<file path="config.mk">
export PLATFORM = sky130hd
export DESIGN_NAME = rc_pulse_input_conditioner
export DESIGN_NICKNAME = d
export VERILOG_FILES = /design/src/sv/rpic_pkg.sv /design/src/sv/rpic_divider.sv /design/src/sv/rpic_mode_filter.sv /design/src/sv/rc_pulse_input_conditioner.sv
export SDC_FILE = /design/constraint.sdc
export NUM_CORES = 2
export LEC_CHECK = 0
export BUFFER_PORTS_ARGS = -buffer_cell sky130_fd_sc_hd__buf_2
export CORE_MARGIN = 4
export CORE_UTILIZATION = 56
export CTS_BUF_LIST = sky130_fd_sc_hd__clkbuf_4 sky130_fd_sc_hd__clkbuf_8 sky130_fd_sc_hd__clkbuf_16
export CTS_CLUSTER_SIZE = 40
export DETAILED_ROUTE_END_ITERATION = 12
export GPL_TIMING_DRIVEN = 0
export PLACE_DENSITY_LB_ADDON = 0.08
export SLEW_MARGIN = 40
export SYNTH_ARGS = -nofsm -noshare
export SYNTH_HDL_FRONTEND = slang
export SYNTH_SLANG_ARGS = --single-unit
</file>
<file path="constraint.sdc">
create_clock -name i_clk -period 10.1 [get_ports i_clk]
set_input_delay 1.515 -clock i_clk [delete_from_list [all_inputs] [get_ports i_clk]]
set_output_delay 1.515 -clock i_clk [all_outputs]
set_load 0.02 [all_outputs]
</file>
<file path="src/sv/rpic_pkg.sv">
// ----------------------------------------------------------------------------
// rpic_pkg
// Shared types and constants of the RC pulse input conditioner: register
// indexes, reset values, switch codes and the divider request.
// ----------------------------------------------------------------------------
package rpic_pkg;

    // Register indexes on the configuration port
    localparam logic [2:0] CFG_WIDTH_LOW    = 3'd0;
    localparam logic [2:0] CFG_WIDTH_HIGH   = 3'd1;
    localparam logic [2:0] CFG_WIDTH_MID    = 3'd2;
    localparam logic [2:0] CFG_DEAD_MARGIN  = 3'd3;
    localparam logic [2:0] CFG_DEAD_WIDTH   = 3'd4;
    localparam logic [2:0] CFG_MODE_GUARD   = 3'd5;
    localparam logic [2:0] CFG_SWITCH_DELAY = 3'd6;

    localparam int CFG_IDX_W  = 3;
    localparam int CFG_DATA_W = 18;
    localparam int CNT_W      = 18;   // width of a clamped pulse count
    localparam int MAG_W      = 20;   // divider operand width

    // Register reset values
    localparam logic [17:0] RST_WIDTH_LOW    = 18'd111000;
    localparam logic [17:0] RST_WIDTH_HIGH   = 18'd190000;
    localparam logic [17:0] RST_WIDTH_MID    = 18'd150000;
    localparam logic [15:0] RST_DEAD_MARGIN  = 16'd6000;
    localparam logic [17:0] RST_DEAD_WIDTH   = 18'd0;
    localparam logic [15:0] RST_MODE_GUARD   = 16'd20000;
    localparam logic [7:0]  RST_SWITCH_DELAY = 8'd10;

    // Flight mode codes
    localparam logic [1:0] MODE_MANUAL   = 2'd0;
    localparam logic [1:0] MODE_ALTITUDE = 2'd1;
    localparam logic [1:0] MODE_NAVIGATE = 2'd2;
    localparam logic [1:0] MODE_ERROR    = 2'd3;

    // Inductive switch codes
    localparam logic [1:0] SW_OFF   = 2'd0;
    localparam logic [1:0] SW_ON    = 2'd1;
    localparam logic [1:0] SW_ERROR = 2'd2;

    typedef struct packed {
        logic [17:0] width_low;
        logic [17:0] width_high;
        logic [17:0] width_mid;
        logic [15:0] dead_margin;
        logic [17:0] dead_width;
        logic [15:0] mode_guard;
        logic [7:0]  switch_delay;
    } t_cfg;

    typedef struct packed {
        logic             start;
        logic [MAG_W-1:0] num;   // dividend, below den
        logic [MAG_W-1:0] den;
    } t_div_req;

endpackage

</file>
<file path="src/sv/rpic_divider.sv">
// ----------------------------------------------------------------------------
// rpic_divider
// Restoring fractional divider: quotient = floor(num * 2^FRACTION_BITS / den)
// for num < den, one quotient bit per cycle.
// ----------------------------------------------------------------------------
module rpic_divider #(
    parameter int FRACTION_BITS = 16
) (
    input  logic                    i_clk,
    input  logic                    i_rst_n,
    input  rpic_pkg::t_div_req      i_req,
    output logic                    o_done,
    output logic [FRACTION_BITS-1:0] o_quo
);
    import rpic_pkg::*;

    localparam int STEP_W = $clog2(FRACTION_BITS);
    localparam logic [STEP_W-1:0] LAST_STEP = STEP_W'(FRACTION_BITS - 1);

    logic                     r_busy;
    logic [STEP_W-1:0]        r_step;
    logic [MAG_W-1:0]         r_rem;
    logic [MAG_W-1:0]         r_den;
    logic [FRACTION_BITS-1:0] r_quo;
    logic                     r_done;

    logic [MAG_W:0] trial;
    logic [MAG_W:0] diff;
    logic           take;

    always_comb begin
        trial = {r_rem, 1'b0};
        diff  = trial - {1'b0, r_den};
        take  = trial >= {1'b0, r_den};
    end

    always_ff @(posedge i_clk) begin
        if (!i_rst_n) begin
            r_busy <= 1'b0;
            r_done <= 1'b0;
            r_step <= '0;
        end else begin
            // Pulse done for one cycle after the last quotient bit
            r_done <= r_busy && (r_step == LAST_STEP);
            if (r_busy) begin
                r_step <= r_step + STEP_W'(1);
                if (r_step == LAST_STEP) begin
                    r_busy <= 1'b0;
                end
            end else if (i_req.start) begin
                r_busy <= 1'b1;
                r_step <= '0;
            end
        end
    end

    // Datapath: load on start, shift one quotient bit in per step
    always_ff @(posedge i_clk) begin
        if (!r_busy && i_req.start) begin
            r_rem <= i_req.num;
            r_den <= i_req.den;
        end else if (r_busy) begin
            r_rem <= take ? diff[MAG_W-1:0] : trial[MAG_W-1:0];
            r_quo <= {r_quo[FRACTION_BITS-2:0], take};
        end
    end

    assign o_done = r_done;
    assign o_quo  = r_quo;

endmodule

</file>
<file path="src/sv/rpic_mode_filter.sv">
// ----------------------------------------------------------------------------
// rpic_mode_filter
// Classify the mode and inductive switch widths against the guard band and
// debounce both with mismatch counters.
// ----------------------------------------------------------------------------
module rpic_mode_filter (
    input  logic                        i_clk,
    input  logic                        i_rst_n,
    input  rpic_pkg::t_cfg              i_cfg,
    input  logic [rpic_pkg::CNT_W-1:0]  i_mode_w,
    input  logic [rpic_pkg::CNT_W-1:0]  i_switch_w,
    input  logic                        i_update,
    output logic [1:0]                  o_mode,
    output logic [1:0]                  o_switch
);
    import rpic_pkg::*;

    logic [1:0] r_held_mode;
    logic [7:0] r_mode_cnt;
    logic [1:0] r_held_sw;
    logic [7:0] r_sw_cnt;
    logic [1:0] n_held_mode;
    logic [7:0] n_mode_cnt;
    logic [1:0] n_held_sw;
    logic [7:0] n_sw_cnt;

    logic [CNT_W:0]          low_guard;
    logic [CNT_W:0]          mid_guard;
    logic signed [CNT_W+1:0] high_guard;
    logic [1:0]              fresh_mode;
    logic [1:0]              fresh_sw;
    logic [7:0]              mode_inc;
    logic [7:0]              sw_inc;

    always_comb begin
        low_guard  = {1'b0, i_cfg.width_low} + {3'b0, i_cfg.mode_guard};
        mid_guard  = {1'b0, i_cfg.width_mid} + {3'b0, i_cfg.mode_guard};
        high_guard = $signed({2'b0, i_cfg.width_high}) - $signed({4'b0, i_cfg.mode_guard});

        if ({1'b0, i_mode_w} <= low_guard) begin
            fresh_mode = MODE_MANUAL;
        end else if ({1'b0, i_mode_w} < mid_guard) begin
            fresh_mode = MODE_ALTITUDE;
        end else if (i_mode_w <= i_cfg.width_high) begin
            fresh_mode = MODE_NAVIGATE;
        end else begin
            fresh_mode = MODE_ERROR;
        end

        if ({1'b0, i_switch_w} <= low_guard) begin
            fresh_sw = SW_OFF;
        end else if ($signed({2'b0, i_switch_w}) >= high_guard
                     && i_switch_w <= i_cfg.width_high) begin
            fresh_sw = SW_ON;
        end else begin
            fresh_sw = SW_ERROR;
        end

        // Mode debounce
        mode_inc    = r_mode_cnt + 8'd1;
        n_held_mode = r_held_mode;
        n_mode_cnt  = 8'd0;
        if (fresh_mode != r_held_mode) begin
            if (mode_inc > i_cfg.switch_delay) begin
                n_held_mode = fresh_mode;
            end else begin
                n_mode_cnt = mode_inc;
            end
        end

        // Switch debounce
        sw_inc    = r_sw_cnt + 8'd1;
        n_held_sw = r_held_sw;
        n_sw_cnt  = 8'd0;
        if (fresh_sw != r_held_sw) begin
            if (sw_inc > i_cfg.switch_delay) begin
                n_held_sw = fresh_sw;
            end else begin
                n_sw_cnt = sw_inc;
            end
        end
    end

    always_ff @(posedge i_clk) begin
        if (!i_rst_n) begin
            r_held_mode <= MODE_ERROR;
            r_mode_cnt  <= 8'd0;
            r_held_sw   <= SW_ERROR;
            r_sw_cnt    <= 8'd0;
        end else if (i_update) begin
            r_held_mode <= n_held_mode;
            r_mode_cnt  <= n_mode_cnt;
            r_held_sw   <= n_held_sw;
            r_sw_cnt    <= n_sw_cnt;
        end
    end

    // Values after this frame's update, taken by the output register
    assign o_mode   = n_held_mode;
    assign o_switch = n_held_sw;

endmodule

</file>
<file path="src/sv/rc_pulse_input_conditioner.sv">
// Sequence: after an input transfer, thrust, the three axes and tune are each
//   prepared, checked and then run through the shared divider; a channel that
//   resolves to zero or full scale skips the divider.
// Frames: a new frame is taken only after the last is emitted; the input is not
//   ready meanwhile, and a result waiting at the output holds the emit step.
// Reset: synchronous active low; registers take their default values, held
//   mode goes to error, held switch to error, mismatch counters clear.
// ----------------------------------------------------------------------------
// rc_pulse_input_conditioner
// Conditions one radio frame of seven pulse widths: clamp, dead band rescale
// of thrust and axes to Q(FRACTION_BITS), tune centering and mode/switch
// classification with debounce. One shared divider serves thrust, axes and tune.
// ----------------------------------------------------------------------------
module rc_pulse_input_conditioner #(
    parameter int WIDTH_BITS    = 18,
    parameter int FRACTION_BITS = 16
) (
    input  logic                                  i_clk,
    input  logic                                  i_rst_n,
    // Configuration write channel
    input  logic                                  i_cfg_valid,
    output logic                                  o_cfg_ready,
    input  logic [rpic_pkg::CFG_IDX_W-1:0]        i_cfg_index,
    input  logic [rpic_pkg::CFG_DATA_W-1:0]       i_cfg_data,
    // Input stream
    input  logic                                  s_axis_tvalid,
    output logic                                  s_axis_tready,
    // tdata, low bit up: thrust_width, roll_width, pitch_width, yaw_width,
    // mode_width, switch_width, tune_width (WIDTH_BITS each), zero pad
    input  logic [((7*WIDTH_BITS+7)/8)*8-1:0]     s_axis_tdata,
    // Output stream
    output logic                                  m_axis_tvalid,
    input  logic                                  m_axis_tready,
    // tdata, low bit up: thrust_level (F+1), rot_x, rot_y, rot_z (F+2 each),
    // tune_level (F+1), flight_mode (2), switch_state (2), zero pad
    output logic [((5*FRACTION_BITS+19)/8)*8-1:0] m_axis_tdata
);
    import rpic_pkg::*;

    localparam int F      = FRACTION_BITS;
    localparam int OUT_W  = ((5*FRACTION_BITS+19)/8)*8;
    localparam int CW     = (WIDTH_BITS > CNT_W) ? WIDTH_BITS : CNT_W;
    localparam int SW     = CNT_W + 3;   // signed working width

    localparam logic [F:0] ONE_Q  = {1'b1, {F{1'b0}}};
    localparam logic [F:0] HALF_Q = {2'b01, {(F-1){1'b0}}};

    // Channel order through the sequencer
    localparam logic [2:0] CH_THRUST = 3'd0;
    localparam logic [2:0] CH_ROLL   = 3'd1;
    localparam logic [2:0] CH_PITCH  = 3'd2;
    localparam logic [2:0] CH_YAW    = 3'd3;
    localparam logic [2:0] CH_TUNE   = 3'd4;
    localparam logic [2:0] CH_MODE   = 3'd5;
    localparam logic [2:0] CH_SWITCH = 3'd6;

    // Sequencer states
    localparam logic [2:0] S_IDLE = 3'd0;
    localparam logic [2:0] S_PREP = 3'd1;
    localparam logic [2:0] S_CHK  = 3'd2;
    localparam logic [2:0] S_DIV  = 3'd3;
    localparam logic [2:0] S_EMIT = 3'd4;

    // ------------------------------------------------------------------
    // Configuration registers; writes are always taken
    // ------------------------------------------------------------------
    t_cfg r_cfg;

    assign o_cfg_ready = 1'b1;

    always_ff @(posedge i_clk) begin
        if (!i_rst_n) begin
            r_cfg.width_low    <= RST_WIDTH_LOW;
            r_cfg.width_high   <= RST_WIDTH_HIGH;
            r_cfg.width_mid    <= RST_WIDTH_MID;
            r_cfg.dead_margin  <= RST_DEAD_MARGIN;
            r_cfg.dead_width   <= RST_DEAD_WIDTH;
            r_cfg.mode_guard   <= RST_MODE_GUARD;
            r_cfg.switch_delay <= RST_SWITCH_DELAY;
        end else if (i_cfg_valid) begin
            unique case (i_cfg_index)
                CFG_WIDTH_LOW:    r_cfg.width_low    <= i_cfg_data[17:0];
                CFG_WIDTH_HIGH:   r_cfg.width_high   <= i_cfg_data[17:0];
                CFG_WIDTH_MID:    r_cfg.width_mid    <= i_cfg_data[17:0];
                CFG_DEAD_MARGIN:  r_cfg.dead_margin  <= i_cfg_data[15:0];
                CFG_DEAD_WIDTH:   r_cfg.dead_width   <= i_cfg_data[17:0];
                CFG_MODE_GUARD:   r_cfg.mode_guard   <= i_cfg_data[15:0];
                CFG_SWITCH_DELAY: r_cfg.switch_delay <= i_cfg_data[7:0];
                default: ;        // unused index: drop the write
            endcase
        end
    end

    // ------------------------------------------------------------------
    // Sequencer and channel registers
    // ------------------------------------------------------------------
    logic [2:0]            r_state;
    logic [2:0]            r_ch;
    logic [WIDTH_BITS-1:0] r_raw [7];
    logic [CNT_W-1:0]      r_mode_w;
    logic [CNT_W-1:0]      r_switch_w;

    logic signed [SW-1:0]  r_num;
    logic signed [SW-1:0]  r_den;
    logic                  r_zero;
    logic                  r_inv;
    logic                  r_half;

    logic [F:0]            r_thrust;
    logic [F+1:0]          r_rot_x;
    logic [F+1:0]          r_rot_y;
    logic [F+1:0]          r_rot_z;
    logic [F:0]            r_tune;

    logic                  r_out_valid;
    logic [OUT_W-1:0]      r_out_data;

    logic                  in_xfer;
    logic                  out_free;

    assign s_axis_tready = (r_state == S_IDLE);
    assign in_xfer       = s_axis_tvalid && s_axis_tready;
    assign out_free      = !r_out_valid || m_axis_tready;

    // Shared clamp on the selected channel
    logic [CW-1:0]    raw_ext;
    logic [CW-1:0]    low_ext;
    logic [CW-1:0]    high_ext;
    logic [CW-1:0]    lift;
    logic [CW-1:0]    clamped;
    logic [CNT_W-1:0] pw;

    always_comb begin
        raw_ext  = CW'(r_raw[r_ch]);
        low_ext  = CW'(r_cfg.width_low);
        high_ext = CW'(r_cfg.width_high);
        lift     = (raw_ext < low_ext) ? low_ext : raw_ext;
        clamped  = (lift > high_ext) ? high_ext : lift;
        pw       = clamped[CNT_W-1:0];   // never above the larger bound
    end

    // Per channel numerator, denominator and dead band decision
    logic signed [SW-1:0] p_s;
    logic signed [SW-1:0] low_s;
    logic signed [SW-1:0] high_s;
    logic signed [SW-1:0] mid_s;
    logic signed [SW-1:0] marg_s;
    logic signed [SW-1:0] lo_edge;
    logic signed [SW-1:0] hi_edge;
    logic                 is_dead;
    logic                 below;
    logic                 above;
    logic signed [SW-1:0] n_num;
    logic signed [SW-1:0] n_den;
    logic                 n_zero;
    logic                 n_inv;
    logic                 n_half;

    always_comb begin
        p_s     = $signed(SW'(pw));
        low_s   = $signed(SW'(r_cfg.width_low));
        high_s  = $signed(SW'(r_cfg.width_high));
        mid_s   = $signed(SW'(r_cfg.width_mid));
        marg_s  = $signed(SW'(r_cfg.dead_margin));
        lo_edge = mid_s - marg_s;
        hi_edge = mid_s + marg_s;
        is_dead = (pw == r_cfg.dead_width);
        below   = p_s < lo_edge;
        above   = p_s > hi_edge;

        if (r_ch == CH_THRUST) begin
            n_num  = p_s - low_s - marg_s;
            n_den  = high_s - low_s - marg_s;
            n_zero = is_dead || !(p_s > low_s + marg_s);
            n_inv  = 1'b0;
            n_half = 1'b0;
        end else if (r_ch == CH_TUNE) begin
            n_num  = p_s - mid_s;
            n_den  = high_s - low_s;
            n_zero = !(n_den > 0);
            n_inv  = 1'b0;
            n_half = 1'b1;
        end else begin
            // Axes: dead band round the centre, output inverted
            n_num  = below ? (p_s - lo_edge) : (p_s - hi_edge);
            n_den  = mid_s - low_s - marg_s;
            n_zero = is_dead || (!below && !above);
            n_inv  = 1'b1;
            n_half = 1'b0;
        end
    end

    // Decide: zero, full scale, or run the divider
    logic [SW-1:0] abs_num;
    logic          den_pos;
    logic          chk_zero;
    logic          chk_full;
    logic [F:0]    lim;
    logic          div_done;
    logic [F-1:0]  div_quo;
    t_div_req      div_req;
    logic [F:0]    res_mag;
    logic          res_we;
    logic [F+1:0]  res_val;

    always_comb begin
        abs_num  = r_num[SW-1] ? SW'(-r_num) : SW'(r_num);
        den_pos  = !r_den[SW-1] && (r_den != '0);
        chk_zero = r_zero || (r_num == '0);
        chk_full = !den_pos || (abs_num >= SW'(r_den));
        lim      = r_half ? HALF_Q : ONE_Q;

        div_req.start = (r_state == S_CHK) && !chk_zero && !chk_full;
        div_req.num   = abs_num[MAG_W-1:0];
        div_req.den   = r_den[MAG_W-1:0];

        res_mag = '0;
        res_we  = 1'b0;
        if (r_state == S_CHK) begin
            if (chk_zero) begin
                res_we = 1'b1;
            end else if (chk_full) begin
                res_mag = lim;
                res_we  = 1'b1;
            end
        end else if (r_state == S_DIV && div_done) begin
            res_mag = {1'b0, div_quo};
            if (r_half && res_mag > HALF_Q) begin
                res_mag = HALF_Q;
            end
            res_we = 1'b1;
        end

        // Truncate toward zero: apply the sign to the magnitude
        res_val = (r_num[SW-1] ^ r_inv) ? (F+2)'(-{1'b0, res_mag})
                                        : {1'b0, res_mag};
    end

    rpic_divider #(
        .FRACTION_BITS (F)
    ) u_divider (
        .i_clk   (i_clk),
        .i_rst_n (i_rst_n),
        .i_req   (div_req),
        .o_done  (div_done),
        .o_quo   (div_quo)
    );

    // Mode and switch classification with debounce
    logic       emit;
    logic [1:0] flt_mode;
    logic [1:0] flt_switch;

    assign emit = (r_state == S_EMIT) && out_free;

    rpic_mode_filter u_mode_filter (
        .i_clk      (i_clk),
        .i_rst_n    (i_rst_n),
        .i_cfg      (r_cfg),
        .i_mode_w   (r_mode_w),
        .i_switch_w (r_switch_w),
        .i_update   (emit),
        .o_mode     (flt_mode),
        .o_switch   (flt_switch)
    );

    // Control state
    always_ff @(posedge i_clk) begin
        if (!i_rst_n) begin
            r_state     <= S_IDLE;
            r_ch        <= CH_THRUST;
            r_out_valid <= 1'b0;
        end else begin
            // Load a new result, or drop the old one once it is taken
            if (emit) begin
                r_out_valid <= 1'b1;
            end else if (r_out_valid && m_axis_tready) begin
                r_out_valid <= 1'b0;
            end
            unique case (r_state)
                S_IDLE: begin
                    if (in_xfer) begin
                        r_ch    <= CH_THRUST;
                        r_state <= S_PREP;
                    end
                end
                S_PREP: begin
                    if (r_ch == CH_SWITCH) begin
                        r_state <= S_EMIT;
                    end else if (r_ch == CH_MODE) begin
                        r_ch <= r_ch + 3'd1;
                    end else begin
                        r_state <= S_CHK;
                    end
                end
                S_CHK: begin
                    if (res_we) begin
                        r_ch    <= r_ch + 3'd1;
                        r_state <= S_PREP;
                    end else begin
                        r_state <= S_DIV;
                    end
                end
                S_DIV: begin
                    if (res_we) begin
                        r_ch    <= r_ch + 3'd1;
                        r_state <= S_PREP;
                    end
                end
                S_EMIT: begin
                    if (out_free) begin
                        r_state <= S_IDLE;
                    end
                end
                default: r_state <= S_IDLE;
            endcase
        end
    end

    // Payload registers
    always_ff @(posedge i_clk) begin
        if (in_xfer) begin
            // Store each width under the channel that reads it; tune runs
            // ahead of mode and switch in the sequence
            for (int k = 0; k < 4; k++) begin
                r_raw[k] <= s_axis_tdata[k*WIDTH_BITS +: WIDTH_BITS];
            end
            r_raw[CH_MODE]   <= s_axis_tdata[4*WIDTH_BITS +: WIDTH_BITS];
            r_raw[CH_SWITCH] <= s_axis_tdata[5*WIDTH_BITS +: WIDTH_BITS];
            r_raw[CH_TUNE]   <= s_axis_tdata[6*WIDTH_BITS +: WIDTH_BITS];
        end
        if (r_state == S_PREP) begin
            r_num  <= n_num;
            r_den  <= n_den;
            r_zero <= n_zero;
            r_inv  <= n_inv;
            r_half <= n_half;
            if (r_ch == CH_MODE) begin
                r_mode_w <= pw;
            end
            if (r_ch == CH_SWITCH) begin
                r_switch_w <= pw;
            end
        end
        if (res_we) begin
            case (r_ch)
                CH_THRUST: r_thrust <= res_mag;
                CH_ROLL:   r_rot_x  <= res_val;
                CH_PITCH:  r_rot_y  <= res_val;
                CH_YAW:    r_rot_z  <= res_val;
                CH_TUNE:   r_tune   <= res_val[F:0];
                default: ;
            endcase
        end
        if (emit) begin
            r_out_data <= OUT_W'({flt_switch, flt_mode, r_tune, r_rot_z, r_rot_y,
                                  r_rot_x, r_thrust});
        end
    end

    assign m_axis_tvalid = r_out_valid;
    assign m_axis_tdata  = r_out_data;

endmodule
</file>
* Word-level counts from Yosys, hierarchy flattened
Memories as Yosys holds them, arrays and structs flattened. A register that Yosys moved wholly into a read port is not among the register bits.
Cells that the tools add are included.
** Storage, ports and cells
- Input bits :: 154
- Memories kept :: 1
- Memory bits (writable) :: 126
- Bits in registers :: 462
- Output and inout port bits :: 99
** Memory list
- r_raw :: depth 7, width 18, read ports 1, clocked after memory_dff 1, wr ports 7, RTL line rc_pulse_input_conditioner.sv:99 : logic [WIDTH_BITS-1:0] r_raw [7];
** Operators by class
- Reduce and logical (&&, ||, !) cells :: 54
- Equality and inequality tests :: 27
- $add $sub $neg :: 22
- Bitwise operators :: 2
- Multiplexer cells :: 62
- Magnitude comparators :: 17
** Operator list (count)
- $mux W21 :: 6
- $add A18 B16 Y19 :: 4
- $sub A18 B18 Y19 :: 4
- $mux W17 :: 4
- $mux W20 :: 3
- $sub A19 B17 Y20 :: 3
- $mux W18 :: 3
- $gt A18 B19 Y1 :: 2
- $le A18 B19 Y1 :: 2
- $sub A18 B16 Y19 :: 2
- $le A18 B18 Y1 :: 2
- $mux W3 :: 11
- $mux W16 :: 2
- $mux W8 :: 4
- $reduce_and A2 Y1 :: 15
- $eq A3 B3 Y1 const B :: 7
- $ge A21 B20 Y1 :: 1
- $ge A21 B21 Y1 :: 1
- $logic_not A21 Y1 :: 1
- $neg A21 Y21 :: 1
- $reduce_bool A21 Y1 :: 1
- $ge A19 B20 Y1 :: 1
- $sub A18 B19 Y20 :: 1
- $sub A19 B19 Y20 :: 1
- 36 further kinds :: 102

* Logic depth before layout (Yosys ltp)
- Depth after elaboration :: 11
- Depth in mapped cells :: 43

* Modules after synthesis
A second synthesis with hierarchy kept.
** Unflattened totals
- Cell total of the unflattened synthesis :: 4085
- Area total of the unflattened synthesis :: 40436.3 um^2
** By module, submodules not included
- rc_pulse_input_conditioner :: seq. area each 14003.4 um^2, area each 30818.3 um^2, times used 1, cells an instance 2980
- rpic_mode_filter :: seq. area each 400.4 um^2, area each 6211.0 um^2, times used 1, cells an instance 806
- rpic_divider :: seq. area each 1801.7 um^2, area each 3407.0 um^2, times used 1, cells an instance 299

* Worst setup path after synthesis
No wires, ideal clock.
- Kind :: reg2reg
- Start :: reg (tool-made name)
- End :: reg r_num[18] (data pin)
- Data required time :: 9824 ps
- Data arrival time :: 9312 ps
- Slack :: 512 ps
- Clock period less this slack :: 9588 ps
- Stages on the path, launching flop included :: 42
- Path buffers :: 6
- Path through :: dfxtp_1 buf_6 buf_2 buf_2 mux4_2 mux2_2 ha_1 a2111oi_0 a31oi_1 or3_1 nor2_4 buf_4 a21oi_1 ha_1 and4_1 nand3_1 o41ai_1 a21oi_1 (+6 left out) fa_1 nor2b_1 o31a_1 o21a_1 nor2_1 xnor2_1 ha_1 and3_1 a21oi_1 o31ai_1 o41ai_1 o21ai_0 o221ai_1 a21oi_1 nor3b_1 xor2_1 o21ai_0 a22oi_1
** RTL lines
- end signal, assigned :: RTL line rc_pulse_input_conditioner.sv:333 : r_num <= n_num;
- end, declared :: RTL line rc_pulse_input_conditioner.sv:103 : logic signed [SW-1:0] r_num;

==> qor.yml <==
cts_buffer_depth: 3
multiInputGateArea_sq_um: 22300
period_share_pct: 98.4
worst_ep_arrival_time_ns: 10.27
syn_to_final_growth_pct: 13.7
drtAntennaViolNets: 0
clock_skew_ns: 0.0432
p_total_mw: 8.83
drive_above_1_share_pct: 13.1
outcome: "finished clean"
yosys_warnings: 0
std_cell_rows: 97
path_class: "flip-flop to flip-flop"
wl_microns: 124000
setup_viol_count_final: 0
fillers: 5835
overflow: 0
grt_pass1_vias: 30100
grt_pass1_wl_microns: 183000
whs_ns: 0.418
synth_edf_count: 441
fin_area_sq_um: 45000
cts_tree: "done"
hpwl_microns: 100000
grt_max_degree: 46
critPathMaxFanout: 18
syn_inst: 4001
root_buffer: "clkbuf_16"
finalMaxSlewViolations: 0
cts_made_buffers: 61
syn_area_sq_um: 39500
hp-start: "r_thrust[1]"
hold_class: "flip-flop to flip-flop"
port_buffers: 243
wl_per_cell_microns: 23.1
busiest_layer: "met2"
drv_cap: 0
clock_latency_ns: 0.67
cts.sinks: 589
drt_drc_violations_left: 0
final_cells: 5354
fp.dieW_microns: 274
avgViaCountPerCell: 6.03
final_core_utilization_pct: 64.2
period_minus_slack_ns: 9.93
use_met1_pct: 43.2
drtIter0Drc: 3306
core_sq_um: 70000
placed_area_sq_um: 42500
gp_congestion: 1.02
nets: 5009
place_ws_ns: -1.90
seq_area_sq_um: 16200
synth_ff_type: "edfxtp_1"
setup_tns_ns: 0
dp_cells: 5220
postCtsHoldBufs: 0
power.leakage_nw: 18.4
critical_path_required_ns: 10.43
start_kind: "flip-flop"
ir_worst_vdd_v: 0.000236
firstDrtPassIters: 8
layout_setup_ws_ns: 0.166
synth_seq_area_share_pct: 41.0
slowest_delay_ns: 0.77
die_h_microns: 274
hold_viol_final: 0
antenna_found_initial: 10
power_density_nw_per_um2: 196
relSlewSlack_pct: 38.1
initial_utilization_pct: 56.5
synthArstFlopShare_pct: 0
die_area_sq_um: 74900
crit_slowest_cell: "o31ai_4"
ys_types: 95
use_met2_pct: 52.2
num_vias: 32300
htreeDepth: 2
worstSetupEndpointType: "flip-flop"
worst_slew_pin_slew_ns: 0.905
avgSynthCellArea_sq_um: 9.88
use_met3_pct: 5.75
cts.clk_slew.worst_paths_ns: 0.06
yosys_register_bits: 589
io-pin-count: 253
fmax_mhz: 101
gr-usage-all-layers_pct: 32.3
worst_path_most_repeated_cell: "ha_1"
==> critical path, delay by kind of cell, from the launching register on <==
kind | cells | cell delay (ns)
AOI/OAI and AO/OA | 15 | 4.28
buffers and inverters | 5 | 1.43
and+or+nand+nor | 6 | 1.30
muxes | 3 | 1.11
adders and majority gates | 3 | 1.11
DFF | 1 | 0.36
==> routing by layer <==
layer / wire length [microns] / vias up
li1: - / 15400
met1: 50900 / 15100
met2: 55700 / 1422
met3: 11000 / 328
met4: 6180 / 8
met5: 52 / -
==> final timing paths <==
path	to	slack [ns]	cells past startpoint
hold / removal	m_axis_tdata[1]	0.42	0
hold reg to reg	m_axis_tdata[1]	0.42	0
setup reg to reg	r_num[1]	0.17	32
setup / recovery	r_num[1]	0.17	32
==> cells in the mapped netlist, types with 66 or more instances <==
cell | number | share of area, %
a21oi_1 | 379 | 4.8
nand3_1 | 73 | 0.92
clkbuf_1 | 81 | 0.77
o21ai_0 | 181 | 2.3
xnor2_1 | 197 | 4.4
nor2_1 | 251 | 2.4
nor3_1 | 87 | 1.1
inv_1 | 241 | 2.3
xor2_1 | 101 | 2.2
ha_1 | 479 | 15
nand2_1 | 422 | 4.0
edfxtp_1 | 441 | 33
o211ai_1 | 66 | 1.3
dfxtp_1 | 148 | 7.5
a21o_1 | 102 | 1.9
==> kinds of logic (layout without fill, tap and decap cells) <==
logic type | count (synthesis) | count (layout) | synth area share [%]
multiplexers | 79 | 79 | 2.65
buffers and inverters | 343 | 751 | 3.39
adder cells (fa/ha/maj) | 495 | 495 | 16.0
XOR/XNOR | 298 | 298 | 6.60
AO/OA/AOI/OAI | 1041 | 1041 | 16.7
AND/OR/NAND/NOR | 1154 | 1154 | 13.7
other | 2 | 7 | 0.0190
flip-flops | 589 | 589 | 41.0
==> what timing repair did <==
item,CTS,global route
pin swaps,4,10
endpoints found under the setup margin,21,20
resized for setup,24,41
setup buffers,8,10
==> layout make-up <==
class	instances	share of cell area (%)
Clock buffer	69	3.61
Clock inverter	47	1.13
Sequential cell	589	36.1
Buffer	96	1.02
Tap cell	940	2.62
Multi-Input combinational cell	3073	49.7
Timing Repair Buffer	295	3.88
Inverter	244	2.04
Antenna cell	1	0.00557
==> power breakdown <==
| group | total [mW] | leakage [nW] | internal [mW] | switching, mW |
|---|---|---|---|---|
| clock network | 2.35 | 1.04 | 1.33 | 1.02 |
| logic | 3.60 | 12.1 | 1.43 | 2.17 |
| registers | 2.88 | 5.31 | 2.79 | 0.0910 |
| total | 8.83 | 18.4 | 5.56 | 3.27 |
==> cells in the final DEF (no fill, tap or decap), drive strengths merged, types with 13 or more instances in the layout <==
cell type	instances
a211oi	36
clkbuf	147
o31ai	31
a21oi	385
dfxtp	148
o211ai	66
buf	313
o21a	38
or2	16
o21ai	183
a22o	15
nor3	90
mux2i	34
xor2	101
mux2	27
o21bai	35
and2	25
nand2b	62
nand3	73
and3	31
nor2	254
or3	26
nand4	43
a2111oi	13
a31oi	26
xnor2	197
a21o	102
ha	479
nor2b	60
nand2	422
nor4	19
clkinv	28
edfxtp	441
inv	250
mux4	18
fa	16
==> sequential cells by signal, summed over array words and instances (netlist names), 17 cells and up, named ones only <==
signal,count
r_rot_z,18
r_raw,126
r_thrust,17
high_ext,18
r_rot_x,18
r_cfg,42
r_mode_w,18
r_tune,17
u_divider.r_rem,20
low_ext,18
r_rot_y,18
r_num,20
mid_s,18
r_switch_w,18
u_divider.r_den,20
r_den,20
m_axis_tdata,92
No activity file was read; power rests on OpenSTA's default activity.
